`config.mk`:
```
export PLATFORM = sky130hd
export DESIGN_NAME = servo_instruction_packet_framer
export DESIGN_NICKNAME = d
export VERILOG_FILES = /design/src/rtl/sipf_pkg.sv /design/src/rtl/sipf_csum.sv /design/src/rtl/sipf_seq.sv /design/src/rtl/servo_instruction_packet_framer.sv
export VERILOG_INCLUDE_DIRS = /design/src /design/src/rtl
export SDC_FILE = /design/constraint.sdc
export NUM_CORES = 1
export LEC_CHECK = 0
export ABC_AREA = 0
export BUFFER_PORTS_ARGS = -buffer_cell sky130_fd_sc_hd__buf_2
export CAP_MARGIN = 5
export CORE_ASPECT_RATIO = 0.6
export CORE_MARGIN = 2
export CORE_UTILIZATION = 35
export CTS_CLUSTER_DIAMETER = 200
export DETAILED_ROUTE_END_ITERATION = 6
export PLACE_DENSITY = 0.62
export SYNTH_ARGS = -nofsm -noshare
export SYNTH_HDL_FRONTEND = slang
export SYNTH_SLANG_ARGS = --single-unit
```
`constraint.sdc`:
```
create_clock -name clk_i -period 4.28 [get_ports clk_i]
set_input_delay 0.214 -clock clk_i [delete_from_list [all_inputs] [get_ports clk_i]]
set_output_delay 0.214 -clock clk_i [all_outputs]
set_load 0.05 [all_outputs]
```
`src/rtl/servo_instruction_packet_framer_defines.svh`:
```
// Assertion macros shared by the framer RTL.
// Every macro samples on clk_i and is switched off while rst_ni is low.
`ifndef SERVO_INSTRUCTION_PACKET_FRAMER_DEFINES_SVH
`define SERVO_INSTRUCTION_PACKET_FRAMER_DEFINES_SVH

// Condition that must hold at every clock edge.
`define SIPF_ASSERT_ALWAYS(label, cond, msg) \
  label: assert property (@(posedge clk_i) disable iff (!rst_ni) (cond)) else $error(msg);

// Cause in one cycle, effect in the following cycle.
`define SIPF_ASSERT_NEXT(label, cause, effect, msg) \
  label: assert property (@(posedge clk_i) disable iff (!rst_ni) \
    (cause) |=> (effect)) else $error(msg);

`endif

```
`src/rtl/sipf_pkg.sv`:
```
package sipf_pkg;

  // Command codes carried on the input tuser
  typedef enum logic [2:0] {
    REQ_PING    = 3'd0,
    REQ_READ8   = 3'd1,
    REQ_READ16  = 3'd2,
    REQ_WRITE8  = 3'd3,
    REQ_WRITE16 = 3'd4,
    REQ_POS     = 3'd5,
    REQ_WHEEL   = 3'd6
  } sipf_req_e;

  // Reply expected after a packet
  typedef enum logic [1:0] {
    ANS_NONE  = 2'd0,
    ANS_CHECK = 2'd1,
    ANS_STORE = 2'd2
  } sipf_ans_e;

  // Sequencer states
  typedef enum logic {
    ST_IDLE = 1'b0,
    ST_SEND = 1'b1
  } sipf_state_e;

  // Protocol constants
  localparam logic [7:0]  SYNC_BYTE      = 8'hFF;
  localparam logic [7:0]  BROADCAST_ID   = 8'hFE;
  localparam logic [7:0]  INSTR_PING     = 8'h01;
  localparam logic [7:0]  INSTR_READ     = 8'h02;
  localparam logic [7:0]  INSTR_WRITE    = 8'h03;
  localparam logic [7:0]  REG_MODE       = 8'h08;
  localparam logic [7:0]  REG_GOAL_POS   = 8'h1E;
  localparam logic [7:0]  REG_GOAL_SPEED = 8'h20;
  localparam logic [15:0] MODE_DEFAULT   = 16'h03FF;
  localparam logic [15:0] MODE_WHEEL     = 16'h0000;
  localparam logic [7:0]  READ8_LEN      = 8'h01;
  localparam logic [7:0]  READ16_LEN     = 8'h02;

  // Byte positions inside a packet
  localparam logic [3:0] POS_SYNC1  = 4'd1;
  localparam logic [3:0] POS_ID     = 4'd2;
  localparam logic [3:0] POS_LEN    = 4'd3;
  localparam logic [3:0] POS_INSTR  = 4'd4;
  localparam logic [3:0] POS_PARAM0 = 4'd5;
  localparam logic [3:0] POS_PARAM1 = 4'd6;
  localparam logic [3:0] POS_PARAM2 = 4'd7;

  // One result byte with its sideband
  typedef struct packed {
    logic [7:0] tx_byte;
    logic       packet_end;
    sipf_ans_e  answer_kind;
    logic       last;
  } sipf_item_t;

  // Control of the shared checksum adder
  typedef struct packed {
    logic       clr;
    logic       add;
    logic [7:0] data;
  } sipf_csum_ctl_t;

endpackage

```
`src/rtl/sipf_csum.sv`:
```
module sipf_csum (
  input  logic                     clk_i,
  input  logic                     rst_ni,
  input  sipf_pkg::sipf_csum_ctl_t ctl_i,
  output logic [7:0]               sum_o
);

  logic [7:0] sum_q, sum_d;

  // Running 8-bit sum, one byte per cycle while add is set
  always_comb begin
    sum_d = sum_q;
    if (ctl_i.clr) begin
      sum_d = '0;
    end else if (ctl_i.add) begin
      sum_d = sum_q + ctl_i.data;
    end
  end

  always_ff @(posedge clk_i or negedge rst_ni) begin
    if (!rst_ni) begin
      sum_q <= '0;
    end else begin
      sum_q <= sum_d;
    end
  end

  assign sum_o = sum_q;

endmodule

```
`src/rtl/sipf_seq.sv`:
```
module sipf_seq (
  input  logic                     clk_i,
  input  logic                     rst_ni,
  input  logic                     in_valid_i,
  output logic                     in_ready_o,
  input  logic [2:0]               req_i,
  input  logic [7:0]               id_i,
  input  logic [7:0]               addr_i,
  input  logic [15:0]              val_i,
  input  logic                     out_free_i,
  input  logic [7:0]               sum_i,
  output sipf_pkg::sipf_item_t     item_o,
  output logic                     item_valid_o,
  output sipf_pkg::sipf_csum_ctl_t csum_o
);

  sipf_pkg::sipf_state_e state_q, state_d;
  sipf_pkg::sipf_req_e   req_q, req_d;
  logic [7:0]            id_q, id_d;
  logic [7:0]            addr_q, addr_d;
  logic [15:0]           val_q, val_d;
  logic [3:0]            pos_q, pos_d;
  logic                  pkt2_q, pkt2_d;

  logic       accept, cmd_ok, step, is_csum, pkt_done, cmd_done;
  logic       dbl;
  logic [1:0] nparams;
  logic [3:0] csum_pos;
  logic [7:0] instr, pkt_len, p0, p1, p2, cur_byte;
  logic [15:0] data16;

  // Handshake and packet shape
  assign accept   = in_valid_i && (state_q == sipf_pkg::ST_IDLE);
  assign cmd_ok   = (req_i <= sipf_pkg::REQ_WHEEL);
  assign step     = (state_q == sipf_pkg::ST_SEND) && out_free_i;
  assign dbl      = (req_q == sipf_pkg::REQ_POS) || (req_q == sipf_pkg::REQ_WHEEL);
  assign csum_pos = sipf_pkg::POS_PARAM0 + {2'b00, nparams};
  assign pkt_len  = {6'd0, nparams} + 8'd2;
  assign is_csum  = (pos_q == csum_pos);
  assign pkt_done = step && is_csum;
  assign cmd_done = pkt_done && (!dbl || pkt2_q);

  // Instruction, parameter count and parameters of the current packet
  always_comb begin
    instr  = sipf_pkg::INSTR_WRITE;
    nparams = 2'd3;
    data16 = val_q;
    p0     = addr_q;
    unique case (req_q)
      sipf_pkg::REQ_PING: begin
        instr   = sipf_pkg::INSTR_PING;
        nparams = 2'd0;
      end
      sipf_pkg::REQ_READ8, sipf_pkg::REQ_READ16: begin
        instr   = sipf_pkg::INSTR_READ;
        nparams = 2'd2;
      end
      sipf_pkg::REQ_WRITE8: begin
        nparams = 2'd2;
      end
      sipf_pkg::REQ_WRITE16: begin
        nparams = 2'd3;
      end
      sipf_pkg::REQ_POS: begin
        p0     = pkt2_q ? sipf_pkg::REG_GOAL_POS : sipf_pkg::REG_MODE;
        data16 = pkt2_q ? val_q : sipf_pkg::MODE_DEFAULT;
      end
      sipf_pkg::REQ_WHEEL: begin
        p0     = pkt2_q ? sipf_pkg::REG_GOAL_SPEED : sipf_pkg::REG_MODE;
        data16 = pkt2_q ? val_q : sipf_pkg::MODE_WHEEL;
      end
      default: begin
        instr = sipf_pkg::INSTR_WRITE;
      end
    endcase
    if (req_q == sipf_pkg::REQ_READ8) begin
      p1 = sipf_pkg::READ8_LEN;
    end else if (req_q == sipf_pkg::REQ_READ16) begin
      p1 = sipf_pkg::READ16_LEN;
    end else begin
      p1 = data16[7:0];
    end
    p2 = data16[15:8];
  end

  // Byte selection by position
  always_comb begin
    case (pos_q)
      sipf_pkg::POS_ID:     cur_byte = id_q;
      sipf_pkg::POS_LEN:    cur_byte = pkt_len;
      sipf_pkg::POS_INSTR:  cur_byte = instr;
      sipf_pkg::POS_PARAM0: cur_byte = p0;
      sipf_pkg::POS_PARAM1: cur_byte = p1;
      sipf_pkg::POS_PARAM2: cur_byte = p2;
      default:              cur_byte = sipf_pkg::SYNC_BYTE;
    endcase
    if (is_csum) begin
      cur_byte = ~sum_i;
    end
  end

  // Result item
  always_comb begin
    item_o.tx_byte     = cur_byte;
    item_o.packet_end  = is_csum;
    item_o.answer_kind = sipf_pkg::ANS_NONE;
    item_o.last        = is_csum && (!dbl || pkt2_q);
    if (is_csum && (id_q != sipf_pkg::BROADCAST_ID)) begin
      if (instr == sipf_pkg::INSTR_WRITE) begin
        item_o.answer_kind = sipf_pkg::ANS_CHECK;
      end else begin
        item_o.answer_kind = sipf_pkg::ANS_STORE;
      end
    end
  end

  // Next state
  always_comb begin
    state_d = state_q;
    unique case (state_q)
      sipf_pkg::ST_IDLE: begin
        if (accept && cmd_ok) begin
          state_d = sipf_pkg::ST_SEND;
        end
      end
      sipf_pkg::ST_SEND: begin
        if (cmd_done) begin
          state_d = sipf_pkg::ST_IDLE;
        end
      end
      default: state_d = sipf_pkg::ST_IDLE;
    endcase
  end

  // State outputs: handshake and checksum adder control
  always_comb begin
    in_ready_o   = 1'b0;
    item_valid_o = 1'b0;
    csum_o.clr   = 1'b0;
    csum_o.add   = 1'b0;
    csum_o.data  = cur_byte;
    unique case (state_q)
      sipf_pkg::ST_IDLE: begin
        in_ready_o = 1'b1;
      end
      sipf_pkg::ST_SEND: begin
        item_valid_o = out_free_i;
        csum_o.clr   = out_free_i && (pos_q <= sipf_pkg::POS_SYNC1);
        csum_o.add   = out_free_i && (pos_q >= sipf_pkg::POS_ID) && !is_csum;
      end
      default: in_ready_o = 1'b0;
    endcase
  end

  // Command capture and position counter
  always_comb begin
    req_d  = req_q;
    id_d   = id_q;
    addr_d = addr_q;
    val_d  = val_q;
    pos_d  = pos_q;
    pkt2_d = pkt2_q;
    if (accept) begin
      req_d  = sipf_pkg::sipf_req_e'(req_i);
      id_d   = id_i;
      addr_d = addr_i;
      val_d  = val_i;
      pos_d  = '0;
      pkt2_d = 1'b0;
    end else if (step) begin
      if (pkt_done) begin
        pos_d  = '0;
        pkt2_d = 1'b1;
      end else begin
        pos_d = pos_q + 4'd1;
      end
    end
  end

  always_ff @(posedge clk_i or negedge rst_ni) begin
    if (!rst_ni) begin
      state_q <= sipf_pkg::ST_IDLE;
      pos_q   <= '0;
      pkt2_q  <= 1'b0;
    end else begin
      state_q <= state_d;
      pos_q   <= pos_d;
      pkt2_q  <= pkt2_d;
    end
  end

  always_ff @(posedge clk_i) begin
    req_q  <= req_d;
    id_q   <= id_d;
    addr_q <= addr_d;
    val_q  <= val_d;
  end

endmodule

```
`src/rtl/servo_instruction_packet_framer.sv`:
```
// Servo instruction packet framer.
// Input stream: one command per transaction; tuser carries the command
// code, tdata the servo id, the register address and the 16-bit value.
// Output stream: one serial byte per transaction in tdata, tlast on the
// final byte of the command, tuser flags the checksum byte of each packet
// and the reply class expected for it.
// The first byte is offered once the sequencer has entered its send state
// and loaded it into the output register, then one byte per cycle while the
// receiver keeps tready high. A command is 6 bytes (ping), 8 (reads,
// write8), 9 (write16) or 18 (set position, wheel speed, two packets); the
// next command is taken in the cycle after the final byte is loaded. The
// byte sequencer and its single shared checksum adder set the byte rate.
// Command code 7 is taken and produces no bytes.
// A stalled receiver holds the current byte in the output register and the
// sequencer waits; nothing is dropped. Reset returns the sequencer to idle
// and empties the output register.
`include "servo_instruction_packet_framer_defines.svh"

module servo_instruction_packet_framer (
  input  logic        clk_i,
  input  logic        rst_ni,
  input  logic        s_axis_tvalid_i,
  output logic        s_axis_tready_o,
  input  logic [31:0] s_axis_tdata_i,   // servo_id[7:0], reg_addr[15:8], value[31:16]
  input  logic [2:0]  s_axis_tuser_i,   // req_type[2:0]
  output logic        m_axis_tvalid_o,
  input  logic        m_axis_tready_i,
  output logic [7:0]  m_axis_tdata_o,   // tx_byte[7:0]
  output logic [2:0]  m_axis_tuser_o,   // packet_end[0], answer_kind[2:1]
  output logic        m_axis_tlast_o
);

  sipf_pkg::sipf_item_t     item, out_item_q, out_item_d;
  sipf_pkg::sipf_csum_ctl_t csum_ctl;
  logic                     item_valid, out_free;
  logic                     out_vld_q, out_vld_d;
  logic [7:0]               sum;

  assign out_free = !out_vld_q || m_axis_tready_i;

  sipf_seq u_seq (
    .clk_i        (clk_i),
    .rst_ni       (rst_ni),
    .in_valid_i   (s_axis_tvalid_i),
    .in_ready_o   (s_axis_tready_o),
    .req_i        (s_axis_tuser_i),
    .id_i         (s_axis_tdata_i[7:0]),
    .addr_i       (s_axis_tdata_i[15:8]),
    .val_i        (s_axis_tdata_i[31:16]),
    .out_free_i   (out_free),
    .sum_i        (sum),
    .item_o       (item),
    .item_valid_o (item_valid),
    .csum_o       (csum_ctl)
  );

  sipf_csum u_csum (
    .clk_i  (clk_i),
    .rst_ni (rst_ni),
    .ctl_i  (csum_ctl),
    .sum_o  (sum)
  );

  // Output register
  always_comb begin
    out_vld_d  = out_vld_q;
    out_item_d = out_item_q;
    if (item_valid) begin
      out_vld_d  = 1'b1;
      out_item_d = item;
    end else if (m_axis_tready_i) begin
      out_vld_d = 1'b0;
    end
  end

  always_ff @(posedge clk_i or negedge rst_ni) begin
    if (!rst_ni) begin
      out_vld_q <= 1'b0;
    end else begin
      out_vld_q <= out_vld_d;
    end
  end

  always_ff @(posedge clk_i) begin
    out_item_q <= out_item_d;
  end

  assign m_axis_tvalid_o = out_vld_q;
  assign m_axis_tdata_o  = out_item_q.tx_byte;
  assign m_axis_tuser_o  = {out_item_q.answer_kind, out_item_q.packet_end};
  assign m_axis_tlast_o  = out_item_q.last;

  // Checks
  `SIPF_ASSERT_ALWAYS(a_last_ends_packet, !(m_axis_tvalid_o && m_axis_tlast_o) || m_axis_tuser_o[0], "final byte is not a checksum byte")
  `SIPF_ASSERT_ALWAYS(a_kind_only_at_end, !(m_axis_tvalid_o && !m_axis_tuser_o[0]) || (m_axis_tuser_o[2:1] == sipf_pkg::ANS_NONE), "reply class outside checksum byte")
  `SIPF_ASSERT_NEXT(a_busy_after_cmd, s_axis_tvalid_i && s_axis_tready_o && (s_axis_tuser_i <= sipf_pkg::REQ_WHEEL), !s_axis_tready_o, "ready while a command is framed")

endmodule
```
# [Word-level counts from Yosys, hierarchy flattened]
# Cells that the tools add are included.
[totals] inputBits=39 out_inout_bits=14 regBits=62
[op_classes] order_cmp=3 n_mux=29 n_bitwise=2 eq_ne=14 n_reduce_logical=24 n_addsub=4
[ops] operator="8-bit one-hot mux with 6 select lines" count=1
[ops] operator="8-bit two-way mux" count=5
[ops] operator="16-bit two-way mux" count=2
[ops] operator="16-bit one-hot mux with 2 select lines" count=1
[ops] operator="4-bit by 3-bit == test with 1-bit output, second input constant" count=4
[ops] operator="8-bit one-hot mux with 2 select lines" count=1
[ops] operator="4-bit two-way mux" count=3
[ops] operator="1-bit logical AND" count=10
[ops] operator="1-bit two-way mux" count=9
[ops] operator="8-bit adder" count=1
[ops] operator="4-bit by 2-bit == test with 1-bit output, second input constant" count=2
[ops] operator="8-bit inequality test, second input constant" count=1
[ops] operator="8-bit inverter" count=1
[ops] operator="2-bit one-hot mux with 2 select lines" count=2
[ops] operator="2-bit nonzero test" count=4
[ops] operator="3-bit by 2-bit == test with 1-bit output, second input constant" count=2
[ops] operator="3-bit == test, second input constant" count=2
[ops] operator="6-bit two-way mux" count=1
[ops] operator="5-bit two-way mux" count=1
[ops] operator="3-bit by 2-bit adder with 4-bit output, first input constant" count=1
[ops] operator="4-bit by 1-bit adder with 4-bit output, second input constant" count=1
[ops] operator="4-bit == test" count=1
[ops] operator="4-bit by 2-bit greater-or-equal comparator with 1-bit output, second input constant" count=1
[ops] operator="4-bit by 1-bit <= comparator with 1-bit output, second input constant" count=1
[ops] operator="other kinds (13)" count=18

# [Depth between registers and ports, before layout]
# Gate-level depths: netlist of the first run.
[logic_depth] word_depth=10 ltp_mapped=18 mapped_depth_nobuf=17

# [By module]
# Synthesis of the first run repeated with hierarchy kept, for this count alone.
[hier_totals] cells_unflattened=292 area_unflattened_um2=3326.9
[modules_own_cells] module="sipf_seq" instances=1 area_each_um2=2272.2 cells_each=211
[modules_own_cells] module="sipf_csum" instances=1 area_each_um2=646.9 cells_each=66
[modules_own_cells] module="servo_instruction_packet_framer" instances=1 area_each_um2=407.9 cells_each=15

# [Worst setup path before layout of the first run]
# Ideal clock, no wire load.
[synth_timing] path_type="reg-to-reg" from="reg u_seq.pos_q[0]" to="reg u_csum.sum_q[7] (netlist: u_csum.sum_o[7])" stages_incl_launch_ff=16 setup_slack_ns=0.939 t_arrival_ns=3.215 setup_time_ns=0.126 n_path_buf=1 t_required_ns=4.154 cell_sequence="dfrtp_1 -> inv_1 -> ha_1 -> clkbuf_1 -> nor2_1 -> a21oi_1 -> nand2_1 -> o21bai_1 -> o41a_1 -> ha_1 -> a21oi_1 -> o211ai_1 -> o41ai_1 -> o31a_1 -> o21ai_0 -> a221o_1"
[synth_rtl] element="start: declaration" line_no="sipf_seq.sv:22" source="logic [3:0] pos_q, pos_d;"
[synth_rtl] element="start signal: assignment" line_no="sipf_seq.sv:187" source="pos_q <= pos_d;"
[synth_rtl] element="end signal: assignment" line_no="sipf_csum.sv:24" source="sum_q <= sum_d;"
[synth_rtl] element="end: declaration" line_no="sipf_csum.sv:8" source="logic [7:0] sum_q, sum_d;"

==> results of run 1 <==
==> cell families after synthesis <==
family	synth area share, %
AOI/OAI and AO/OA	18.99
xor gates and xnor gates	1.345
adders and majority gates	5.995
buffers and inverters	4.765
DFF	54.88
muxes	0.6149
and+or+nand+nor	13.41
==> synth_stat cells (4+ instances only) <==
library cell / count
nand2b_1: 5
edfxtp_1: 47
nor2_1: 22
nor4_1: 5
o21a_1: 4
nor3_1: 4
buf_2: 4
nand2_1: 22
a22oi_1: 7
o21ai_0: 12
inv_1: 19
clkbuf_1: 6
a22o_1: 5
dfrtp_1: 15
ha_1: 14
nand3_1: 4
a211oi_1: 6
a21oi_1: 25
==> timing repair <==
action                                 in CTS  in global routing
setup endpoints to repair                   0                  1
hold buffers                                1                  0
endpoints found under the hold margin      15                  0
setup buffers                               0                  2
gates resized for setup                     0                  0
==> per-stage QoR <==
step / util, % / power [mW] / worst slack, ns / hold slack, ns / instance area (sq um)
after floorplan: - / 2.074 / 0.9392 / -0.08159 / 3256
after detailed placement: 39.71 / 2.430 / 0.4222 / 0.1623 / 3622
after global placement: 39.71 / 2.417 / 0.4964 / 0.1545 / 3622
final: 42.81 / 3.086 / 0.4540 / 0.05613 / 3905
after global routing: 42.81 / 3.284 / 0.1915 / 0.04389 / 3905
after CTS: 42.65 / 3.082 / 0.3968 / 0.04145 / 3890
==> final cells by class <==
cell class	count	area [sq um]
clock inverters	4	25.02
well taps	116	145.1
inverters	21	78.83
flip-flops and latches	62	1787
multi-input cells	194	1314
clock buffers	11	232.7
repair buffers	60	322.8
fillers	889	5216
==> worst min path at each step <==
stage / startpoint / end / slack, ns
floorplan: rst_ni / m_axis_tvalid_o / -0.08
global placement: rst_ni / m_axis_tvalid_o / 0.15
detailed placement: rst_ni / u_csum.sum_o[5] / 0.16
CTS: s_axis_tdata_i[15] / u_seq.addr_q[7] / 0.04
global route: s_axis_tdata_i[14] / u_seq.addr_q[6] / 0.04
finish: s_axis_tdata_i[15] / u_seq.addr_q[7] / 0.06
==> worst reg2reg max path, delay by kind of cell (launching register included) <==
| kind | cells | cell delay, ns |
|---|---|---|
| AOI/OAI and AO/OA | 8 | 1.90 |
| buffers and inverters | 3 | 0.38 |
| adders and majority gates | 2 | 0.44 |
| and+or+nand+nor | 2 | 0.46 |
| DFF | 1 | 0.54 |
==> state kept, by name, indices dropped and copies added, names as in the netlist, 3 cells and up <==
register and count:
u_seq.req_q 3, m_axis_tdata_o 8, m_axis_tuser_o 3, u_csum.sum_o 8, u_seq.val_q 16, u_seq.addr_q 8
u_seq.id_q 8, u_seq.pos_q 4
==> power by group through the flow <==
stage          combinational, mW  clock [mW]  sequential (mW)
2_1_floorplan              0.947           0             1.13
3_3_place_gp                1.42           0             1.00
3_5_place_dp                1.43           0             1.00
4_1_cts                     1.44       0.651            0.995
5_1_grt                     1.59       0.679             1.01
6_report                    1.46       0.631            0.995
==> routing by layer <==
layer	part of all wire, %	vias to the layer above
li1	-	1203
met1	54	1215
met2	35	115
met3	9.4	15
met4	1.6	0
met5	0	-
==> flow_summary.json, run 1 <==
{
  "ant_nets": 0,
  "reg2reg_slack_ns": 0.45,
  "use_met1_pct": 25.53,
  "hold_viol_final": 0,
  "tightest_slew_ns": 0.6275,
  "finalCriticalPeriod_ns": 3.826,
  "ir_drop_mv": 0.2663,
  "synth_edf_count": 47,
  "fmax_mhz": 261.4,
  "synth_nets": 345,
  "antenna_found_initial": 0,
  "slowest_stage": "edfxtp_1",
  "yosys-top-cells-area": "edfxtp_1 43%, dfrtp_1 12%, ha_1 5.4%",
  "worst_setup_path_end_kind": "flip-flop",
  "via_count": 2548,
  "die_h_microns": 78.71,
  "fin_nets": 402,
  "ys_ff_latch": 62,
  "clk_pin_slew_ns": 0.05,
  "leakage_nw": 1.554,
  "grt.busiest_layer": "met1",
  "crit_chain": "buf_4, or3_1, inv_1, ha_1, inv_1, a31oi_1, nor2_1, o41a_1, ha_1, a21oi_1, o211ai_1, o41ai_1, o31a_1, o21ai_0, a221o_1",
  "layout_common_cells": "52 x buf_2, 47 x edfxtp_1, 25 x a21oi_1, 22 x nor2_1, 22 x nand2_1",
  "slew_viol_final": 0,
  "drtPass1Iterations": 5,
  "yosys_warnings": 0,
  "reg2reg_to": "u_csum.sum_o[7]",
  "gp_congestion": 0.9302,
  "use_met3_pct": 6.536,
  "crit_type": "reg2reg",
  "yosysSeqAreaShare_pct": 54.88,
  "row_count": 27,
  "n_antenna_cell": 0,
  "p_int_mw": 1.769,
  "cp.required_ns": 4.49,
  "worstRegToRegCells": 15,
  "yosys.area.top_type_share_pct": 43.35,
  "drive_gt1_share_pct": 22.44,
  "switching_share_pct": 42.68,
  "startpoint": "u_seq.req_q[0]",
  "grt_max_degree": 39,
  "async_flop_share_pct": 24.19,
  "syn_area_sq_um": 3256,
  "cts_tree": "built",
  "power_switching_mw": 1.317,
  "pin_count": 53,
  "dpl.cell_count": 450,
  "wire_per_inst_microns": 16.56,
  "rsz0062_at_grt": "false",
  "r2r_start": "u_seq.req_q[0]",
  "worst-path-buf-inv": 3,
  "drc_errors": 0,
  "status": "finished clean",
  "grt_pass1_wl_microns": 11950,
  "cellPowerDensity_nw_per_um2": 790.4,
  "synth_top_area_cell": "edfxtp_1",
  "final.setup.tns_ns": 0,
  "seqPwrFrac_pct": 32.2,
  "relSlewSlack_pct": 57.91,
  "die-width_microns": 128.5,
  "final.period_utilization_pct": 89.39,
  "syn_area_per_cell_sq_um": 11.19,
  "area_growth_pct": 19.95,
  "worstPathMaxFanout": 11,
  "critPathTopFamily": "compound AO/OA/AOI/OAI gates",
  "wl_microns": 7751,
  "cpPeakStageDelay_ns": 0.54,
  "setup_viol": 0,
  "combPwrFrac_pct": 47.3,
  "stdcell_count": 468,
  "ys_types": 64,
  "drt_iter0_drc": 377,
  "vias_per_cell": 5.444,
  "yosys_most_used_dff": "edfxtp_1",
  "gr-usage-all-layers_pct": 16.25,
  "grt_pass1_vias": 2215,
  "cts_made_buffers": 9,
  "endpoint": "u_csum.sum_o[7]",
  "p_clk_share_pct": 20.5,
  "dp_hpwl_microns": 5825,
  "min_path_type": "in2reg",
  "cp.arrival_ns": 4.04,
  "insertion_delay_ns": 0.33,
  "netlist_instances": 291,
  "grt_overflow": 0,
  "initial_utilization_pct": 35.69,
  "cts_buffer_depth": 2,
  "cts.sinks": 62,
  "timing.clock.skew_ns": 0.003669,
  "start_kind": "flip-flop",
  "core-area_sq_um": 9121,
  "globalRouteMet2Util_pct": 19.15,
  "cp.depth": 15,
  "numPortBuffers": 52,
  "layout_commonest_cell": "buf_2",
  "max_cap_viol_count": 0,
  "cts.htree.levels": 3,
  "design.die.area_sq_um": 10110,
  "cts_root_buffer": "clkbuf_16",
  "hold_depth": 1
}
(Power assumes the default switching activity.)
==> inputs of run 2 (changes only) <==
PLACE_DENSITY = 0.64   (was 0.62)
clock period = 3.2 ns   (was 4.28 ns; I/O delays follow)
==> run 2 against run 1 <==
Against the previous run:
- the run now ends with setup timing left
- sequential power is 31% higher
- non-clock buffer count grew 106
- highest routed layer unchanged
- hold slack got worse by 0.041 ns
- combinational power up 110%
- fmax is 4.2% higher
- global-route usage is 3.7 points higher
- count of clock-buffer cells in the layout down 2
- worst setup slack worse by 0.93 ns
- cell count is 23% higher
- register-to-register slack worse by 0.93 ns
- final area up 27%
==> flow_summary.json, run 2 (synthesis results as in run 1) <==
{
  "row_count": 27,
  "insertion_delay_ns": 0.34,
  "grt_max_degree": 39,
  "ant_nets": 0,
  "final_core_utilization_pct": 54.47,
  "status": "finished, violations left",
  "cp.required_ns": 3.42,
  "die_h_microns": 78.71,
  "violations": "setup timing",
  "layout_setup_ws_ns": -0.4731,
  "p_clk_share_pct": 17.9,
  "start_kind": "flip-flop",
  "crit_type": "reg2reg",
  "rsz0062_at_grt": "true",
  "grt_pass1_wl_microns": 15070,
  "core-area_sq_um": 9121,
  "via_count": 2987,
  "drtPass1Iterations": 5,
  "drc_errors": 0,
  "max_cap_viol_count": 0,
  "fin_nets": 508,
  "cts_made_buffers": 9,
  "power_switching_mw": 2.081,
  "largest_reg_flops": 16,
  "slew_viol_final": 0,
  "initial_utilization_pct": 35.69,
  "seqPwrFrac_pct": 24.7,
  "combPwrFrac_pct": 57.4,
  "numPortBuffers": 52,
  "gr-usage-all-layers_pct": 19.90,
  "pin_count": 53,
  "design.die.area_sq_um": 10110,
  "ir_drop_mv": 0.4439,
  "p_int_mw": 3.184,
  "fmax_mhz": 272.3,
  "drt_iter0_drc": 380,
  "cts.sinks": 62,
  "cts_root_buffer": "clkbuf_16",
  "n_antenna_cell": 0,
  "largest-register": "u_seq.val_q",
  "worstPathMaxFanout": 5,
  "hold_viol_final": 0,
  "final.setup.tns_ns": -0.6515,
  "grt_pass1_vias": 2944,
  "timing.clock.skew_ns": 0.006279,
  "vias_per_cell": 5.195,
  "area_growth_pct": 52.61,
  "cts_tree": "built",
  "tightest_slew_ns": 0.5918,
  "drive_gt1_share_pct": 40.31,
  "leakage_nw": 2.076,
  "layout_commonest_cell": "buf_4",
  "gp_congestion": 0.9899,
  "worst_setup_path_end_kind": "flip-flop",
  "grt_overflow": 0,
  "cp.arrival_ns": 3.89,
  "wire_per_inst_microns": 16.74,
  "relSlewSlack_pct": 60.13,
  "min_path_type": "in2reg",
  "clk_pin_slew_ns": 0.05,
  "cellPowerDensity_nw_per_um2": 1060,
  "dp_hpwl_microns": 6450,
  "cts_buffer_depth": 2,
  "antenna_found_initial": 0,
  "die-width_microns": 128.5,
  "finalCriticalPeriod_ns": 3.673,
  "cts.htree.levels": 3,
  "fill_cells": 812,
  "switching_share_pct": 39.53,
  "final.period_utilization_pct": 114.8,
  "layout_common_cells": "79 x buf_4, 52 x buf_2, 47 x edfxtp_1, 31 x dlygate4sd3_1, 22 x a21oi_1",
  "setup_viol": 3,
  "wl_microns": 9624
}
==> run 2: changes by cell type in the layout (fill, tap and decap cells not counted), sizes merged <==
cell	delta
buf	+76
bufinv	+1
clkbuf	-2
clkinv	+1
clkinvlp	+1
dlygate4sd3	+30
==> run 2: final timing paths <==
path | startpoint | to | slack (ns) | cells after the start
setup reg to reg | u_seq.pos_q[1] | u_csum.sum_o[7] | -0.47 | 14
setup / recovery | u_seq.pos_q[1] | u_csum.sum_o[7] | -0.47 | 14
hold / removal | s_axis_tuser_i[1] | u_seq.req_q[1] | 0.02 | 1
min in group asynchronous | rst_ni | u_csum.sum_o[1] | 0.28 | 2
hold reg to reg | m_axis_tvalid_o | m_axis_tvalid_o | 0.51 | 2
max in group asynchronous | rst_ni | u_seq.pos_q[1] | 2.62 | 2
==> run 2: metrics by stage <==
step           setup WS, ns  hold slack (ns)  power, mW  cells  cell area, sq um
2_1_floorplan      -0.02121          -0.1356      2.802    291              3271
4_1_cts             -0.2688         0.002031      4.951    567              4797
3_3_place_gp        -0.3809          0.09531      3.679    507              4058
3_5_place_dp        -0.4737          0.09921      3.727    507              4058
6_report            -0.4731          0.01556      5.265    575              4969
5_1_grt             -0.5679         0.004658      5.572    575              4969
==> run 2: layout make-up <==
cell class / count / area, sq um / area share, %
flip-flops and latches: 62 / 1788 / 35.99
multi-input cells: 194 / 1465 / 29.49
repair buffers: 166 / 1201 / 24.18
clock buffers: 9 / 225.2 / 4.533
well taps: 116 / 145.1 / 2.921
inverters: 21 / 78.83 / 1.587
clock inverters: 7 / 65.06 / 1.309
==> run 2: worst max-delay path, cell delays in order, from the launching register on <==
cell      delay [ns]
dfrtp_2         0.44
buf_6           0.13
or3_4           0.39
a2111o_1        0.42
buf_4           0.15
nand3_2         0.09
a211oi_1        0.06
a21oi_1         0.20
ha_1            0.30
nand3_1         0.09
o211ai_1        0.15
o41ai_2         0.46
o31a_1          0.26
o21ai_1         0.09
a221o_1         0.31
==> run 2: what timing repair did <==
item / 4_1_cts / 5_1_grt
pin swaps: 5 / 7
setup buffers: 15 / 6
resized for setup: 14 / 24
hold buffers: 29 / 2
endpoints found under the setup margin: 4 / 5
endpoints found under the hold margin: 43 / 2
==> run 2: power by group through the flow <==
stage               Combinational (mW)  Sequential, mW  Clock (mW)
detailed placement                2.43            1.30           0
finish                            3.02            1.30       0.941
CTS                               2.71            1.29       0.957
floorplan                         1.29            1.51           0
global route                      3.25            1.32        1.00
global placement                  2.39            1.29           0
==> run 2: metal layers <==
metal | global-route usage [%] | vias to the layer above | share of wire (%)
met3 | 6.806 | 19 | 7.2
met1 | 28.45 | 1424 | 48
met4 | 6.413 | 0 | 1.5
met5 | 0 | - | 0
li1 | - | 1413 | -
met2 | 28.35 | 131 | 43
==> inputs of run 3 (changes only) <==
PLACE_DENSITY = 0.61   (was 0.64)
==> run 3 against run 2 <==
Against the previous run:
- the flow still finishes with violations (setup timing)
- die area stayed put
- total power is 2.5% higher
- cell count is 1.7% higher
- clock skew is 0.0012 ns lower
- critical endpoint is now m_axis_tdata_o[0]
- non-clock buffer count is 10 higher
- count of clock-buffer cells in the layout is 2 higher
- largest cell class unchanged
==> flow_summary.json, run 3 (synthesis results as in run 1) <==
{
  "drt_iter0_drc": 251,
  "cts.htree.levels": 3,
  "finalCriticalPeriod_ns": 3.466,
  "reg2reg_slack_ns": -0.27,
  "worstRegToRegCells": 19,
  "r2r_start": "u_seq.req_q[2]",
  "via_count": 2976,
  "initial_utilization_pct": 35.69,
  "largest_reg_flops": 16,
  "start_kind": "flip-flop",
  "relSlewSlack_pct": 35.86,
  "die-width_microns": 128.5,
  "hold_viol_final": 0,
  "clk_pin_slew_ns": 0.05,
  "wl_microns": 9458,
  "timing.clock.skew_ns": 0.005038,
  "reg2reg_to": "m_axis_tdata_o[0]",
  "cellPowerDensity_nw_per_um2": 1061,
  "design.die.area_sq_um": 10110,
  "cp_common_cell": "buf_4",
  "stdcell_count": 585,
  "crit_type": "reg2reg",
  "pin_count": 53,
  "numPortBuffers": 52,
  "gp_congestion": 0.8796,
  "cts.sinks": 62,
  "grt_pass1_wl_microns": 14790,
  "grt_max_degree": 25,
  "layout_commonest_cell": "buf_4",
  "n_antenna_cell": 0,
  "slowest_stage": "edfxtp_1",
  "worstHoldStart": "s_axis_tdata_i[1]",
  "die_h_microns": 78.71,
  "cts_buffer_depth": 2,
  "final.period_utilization_pct": 108.3,
  "seqCellArea_sq_um": 1789,
  "critPathTopFamily": "buffers and inverters",
  "cp.required_ns": 3.30,
  "rsz0062_at_grt": "true",
  "cts_made_buffers": 9,
  "multiInputGateArea_sq_um": 1534,
  "row_count": 27,
  "wire_per_inst_microns": 16.17,
  "area_growth_pct": 56.34,
  "setup_viol": 4,
  "whs_ns": 0.01158,
  "cts_root_buffer": "clkbuf_16",
  "fill_cells": 751,
  "layout_setup_ws_ns": -0.2660,
  "min_path_type": "in2reg",
  "worst_setup_path_end_kind": "flip-flop",
  "largest-register": "u_seq.val_q",
  "cpPeakStageDelay_ns": 0.48,
  "grt_pass1_vias": 2906,
  "max_cap_viol_count": 0,
  "crit_chain": "buf_4, nor2_2, ha_4, inv_2, a31oi_1, o22ai_2, a2111oi_4, a21oi_2, buf_4, buf_4, buf_4, buf_4, buf_4, buf_4, buf_4, buf_4, buf_4, buf_4, buf_4",
  "status": "finished, violations left",
  "violations": "setup timing",
  "insertion_delay_ns": 0.34,
  "worstPathMaxFanout": 10,
  "dp_hpwl_microns": 6504,
  "gr-usage-all-layers_pct": 19.56,
  "min_to": "u_seq.id_q[1]",
  "total_power_mw": 5.398,
  "slew_viol_final": 0,
  "antenna_found_initial": 0,
  "leakage_nw": 2.136,
  "fin_nets": 518,
  "pre_cts_ws_ns": -0.5229,
  "drc_errors": 0,
  "dpl.cell_count": 507,
  "grt_overflow": 0,
  "ant_nets": 0,
  "tightest_slew_ns": 0.9611,
  "worst-path-buf-inv": 13,
  "cp.arrival_ns": 3.57,
  "drtPass1Iterations": 5,
  "layout_common_cells": "90 x buf_4, 52 x buf_2, 47 x edfxtp_1, 30 x dlygate4sd3_1, 21 x nand2_1",
  "vias_per_cell": 5.087,
  "fmax_mhz": 288.5,
  "hold_depth": 1,
  "ir_drop_mv": 0.4318,
  "cts_tree": "built",
  "drive_gt1_share_pct": 45.42,
  "core-area_sq_um": 9121
}
## run 3: changes by cell type in the layout (fill, tap and decap cells not counted), moves of 3 or more
cell	previous run	this run
buf_4	79	90
nor2_2	1	4
a21oi_1	22	18
a21oi_2	3	7
nor2_1	21	18
inv_2	3	7
inv_1	17	12
## run 3: layout make-up
class | instances | area share (%)
Inverter | 21 | 1.598
Multi-Input combinational cell | 194 | 30.14
Timing Repair Buffer | 176 | 25.17
Sequential cell | 62 | 35.15
Clock inverter | 5 | 0.5162
Clock buffer | 11 | 4.572
Tap cell | 116 | 2.852
## run 3: per-stage QoR
stage               setup TNS [ns]  utilization, %  cell area [sq um]
floorplan                 -0.02121               -               3271
global placement            -1.194           44.49               4058
detailed placement          -1.379           44.49               4058
CTS                        -0.5775           53.79               4906
global route                -1.516           55.80               5090
finish                     -0.9560           55.80               5090
## run 3: worst max path at each step
stage | from | end | depth (start not counted)
6_report | u_seq.req_q[2] | m_axis_tdata_o[0] | 19
5_1_grt | u_seq.pos_q[1] | u_csum.sum_o[7] | 13
4_1_cts | u_seq.pos_q[1] | u_csum.sum_o[7] | 13
3_5_place_dp | u_seq.req_q[0] | u_csum.sum_o[6] | 14
3_3_place_gp | u_seq.req_q[1] | u_csum.sum_o[6] | 17
2_1_floorplan | u_seq.req_q[1] | u_csum.sum_o[7] | 14
## run 3: power breakdown
part | switching [mW] | internal, mW
Clock | 0.338 | 0.516
Sequential | 0.141 | 1.15
Combinational | 1.67 | 1.59
## run 3: what timing repair did
action,CTS,global route
pin swaps,13,20
hold buffers,29,1
setup buffers,29,9
endpoints found under the hold margin,43,1
gates resized for setup,29,35
endpoints found under the setup margin,4,6
## run 3: layer usage
layer / wire, microns / track usage, %
met1: 4714 / 28.63
met2: 3907 / 27.45
met3: 694 / 5.930
met4: 142 / 6.630
met5: 0 / 0
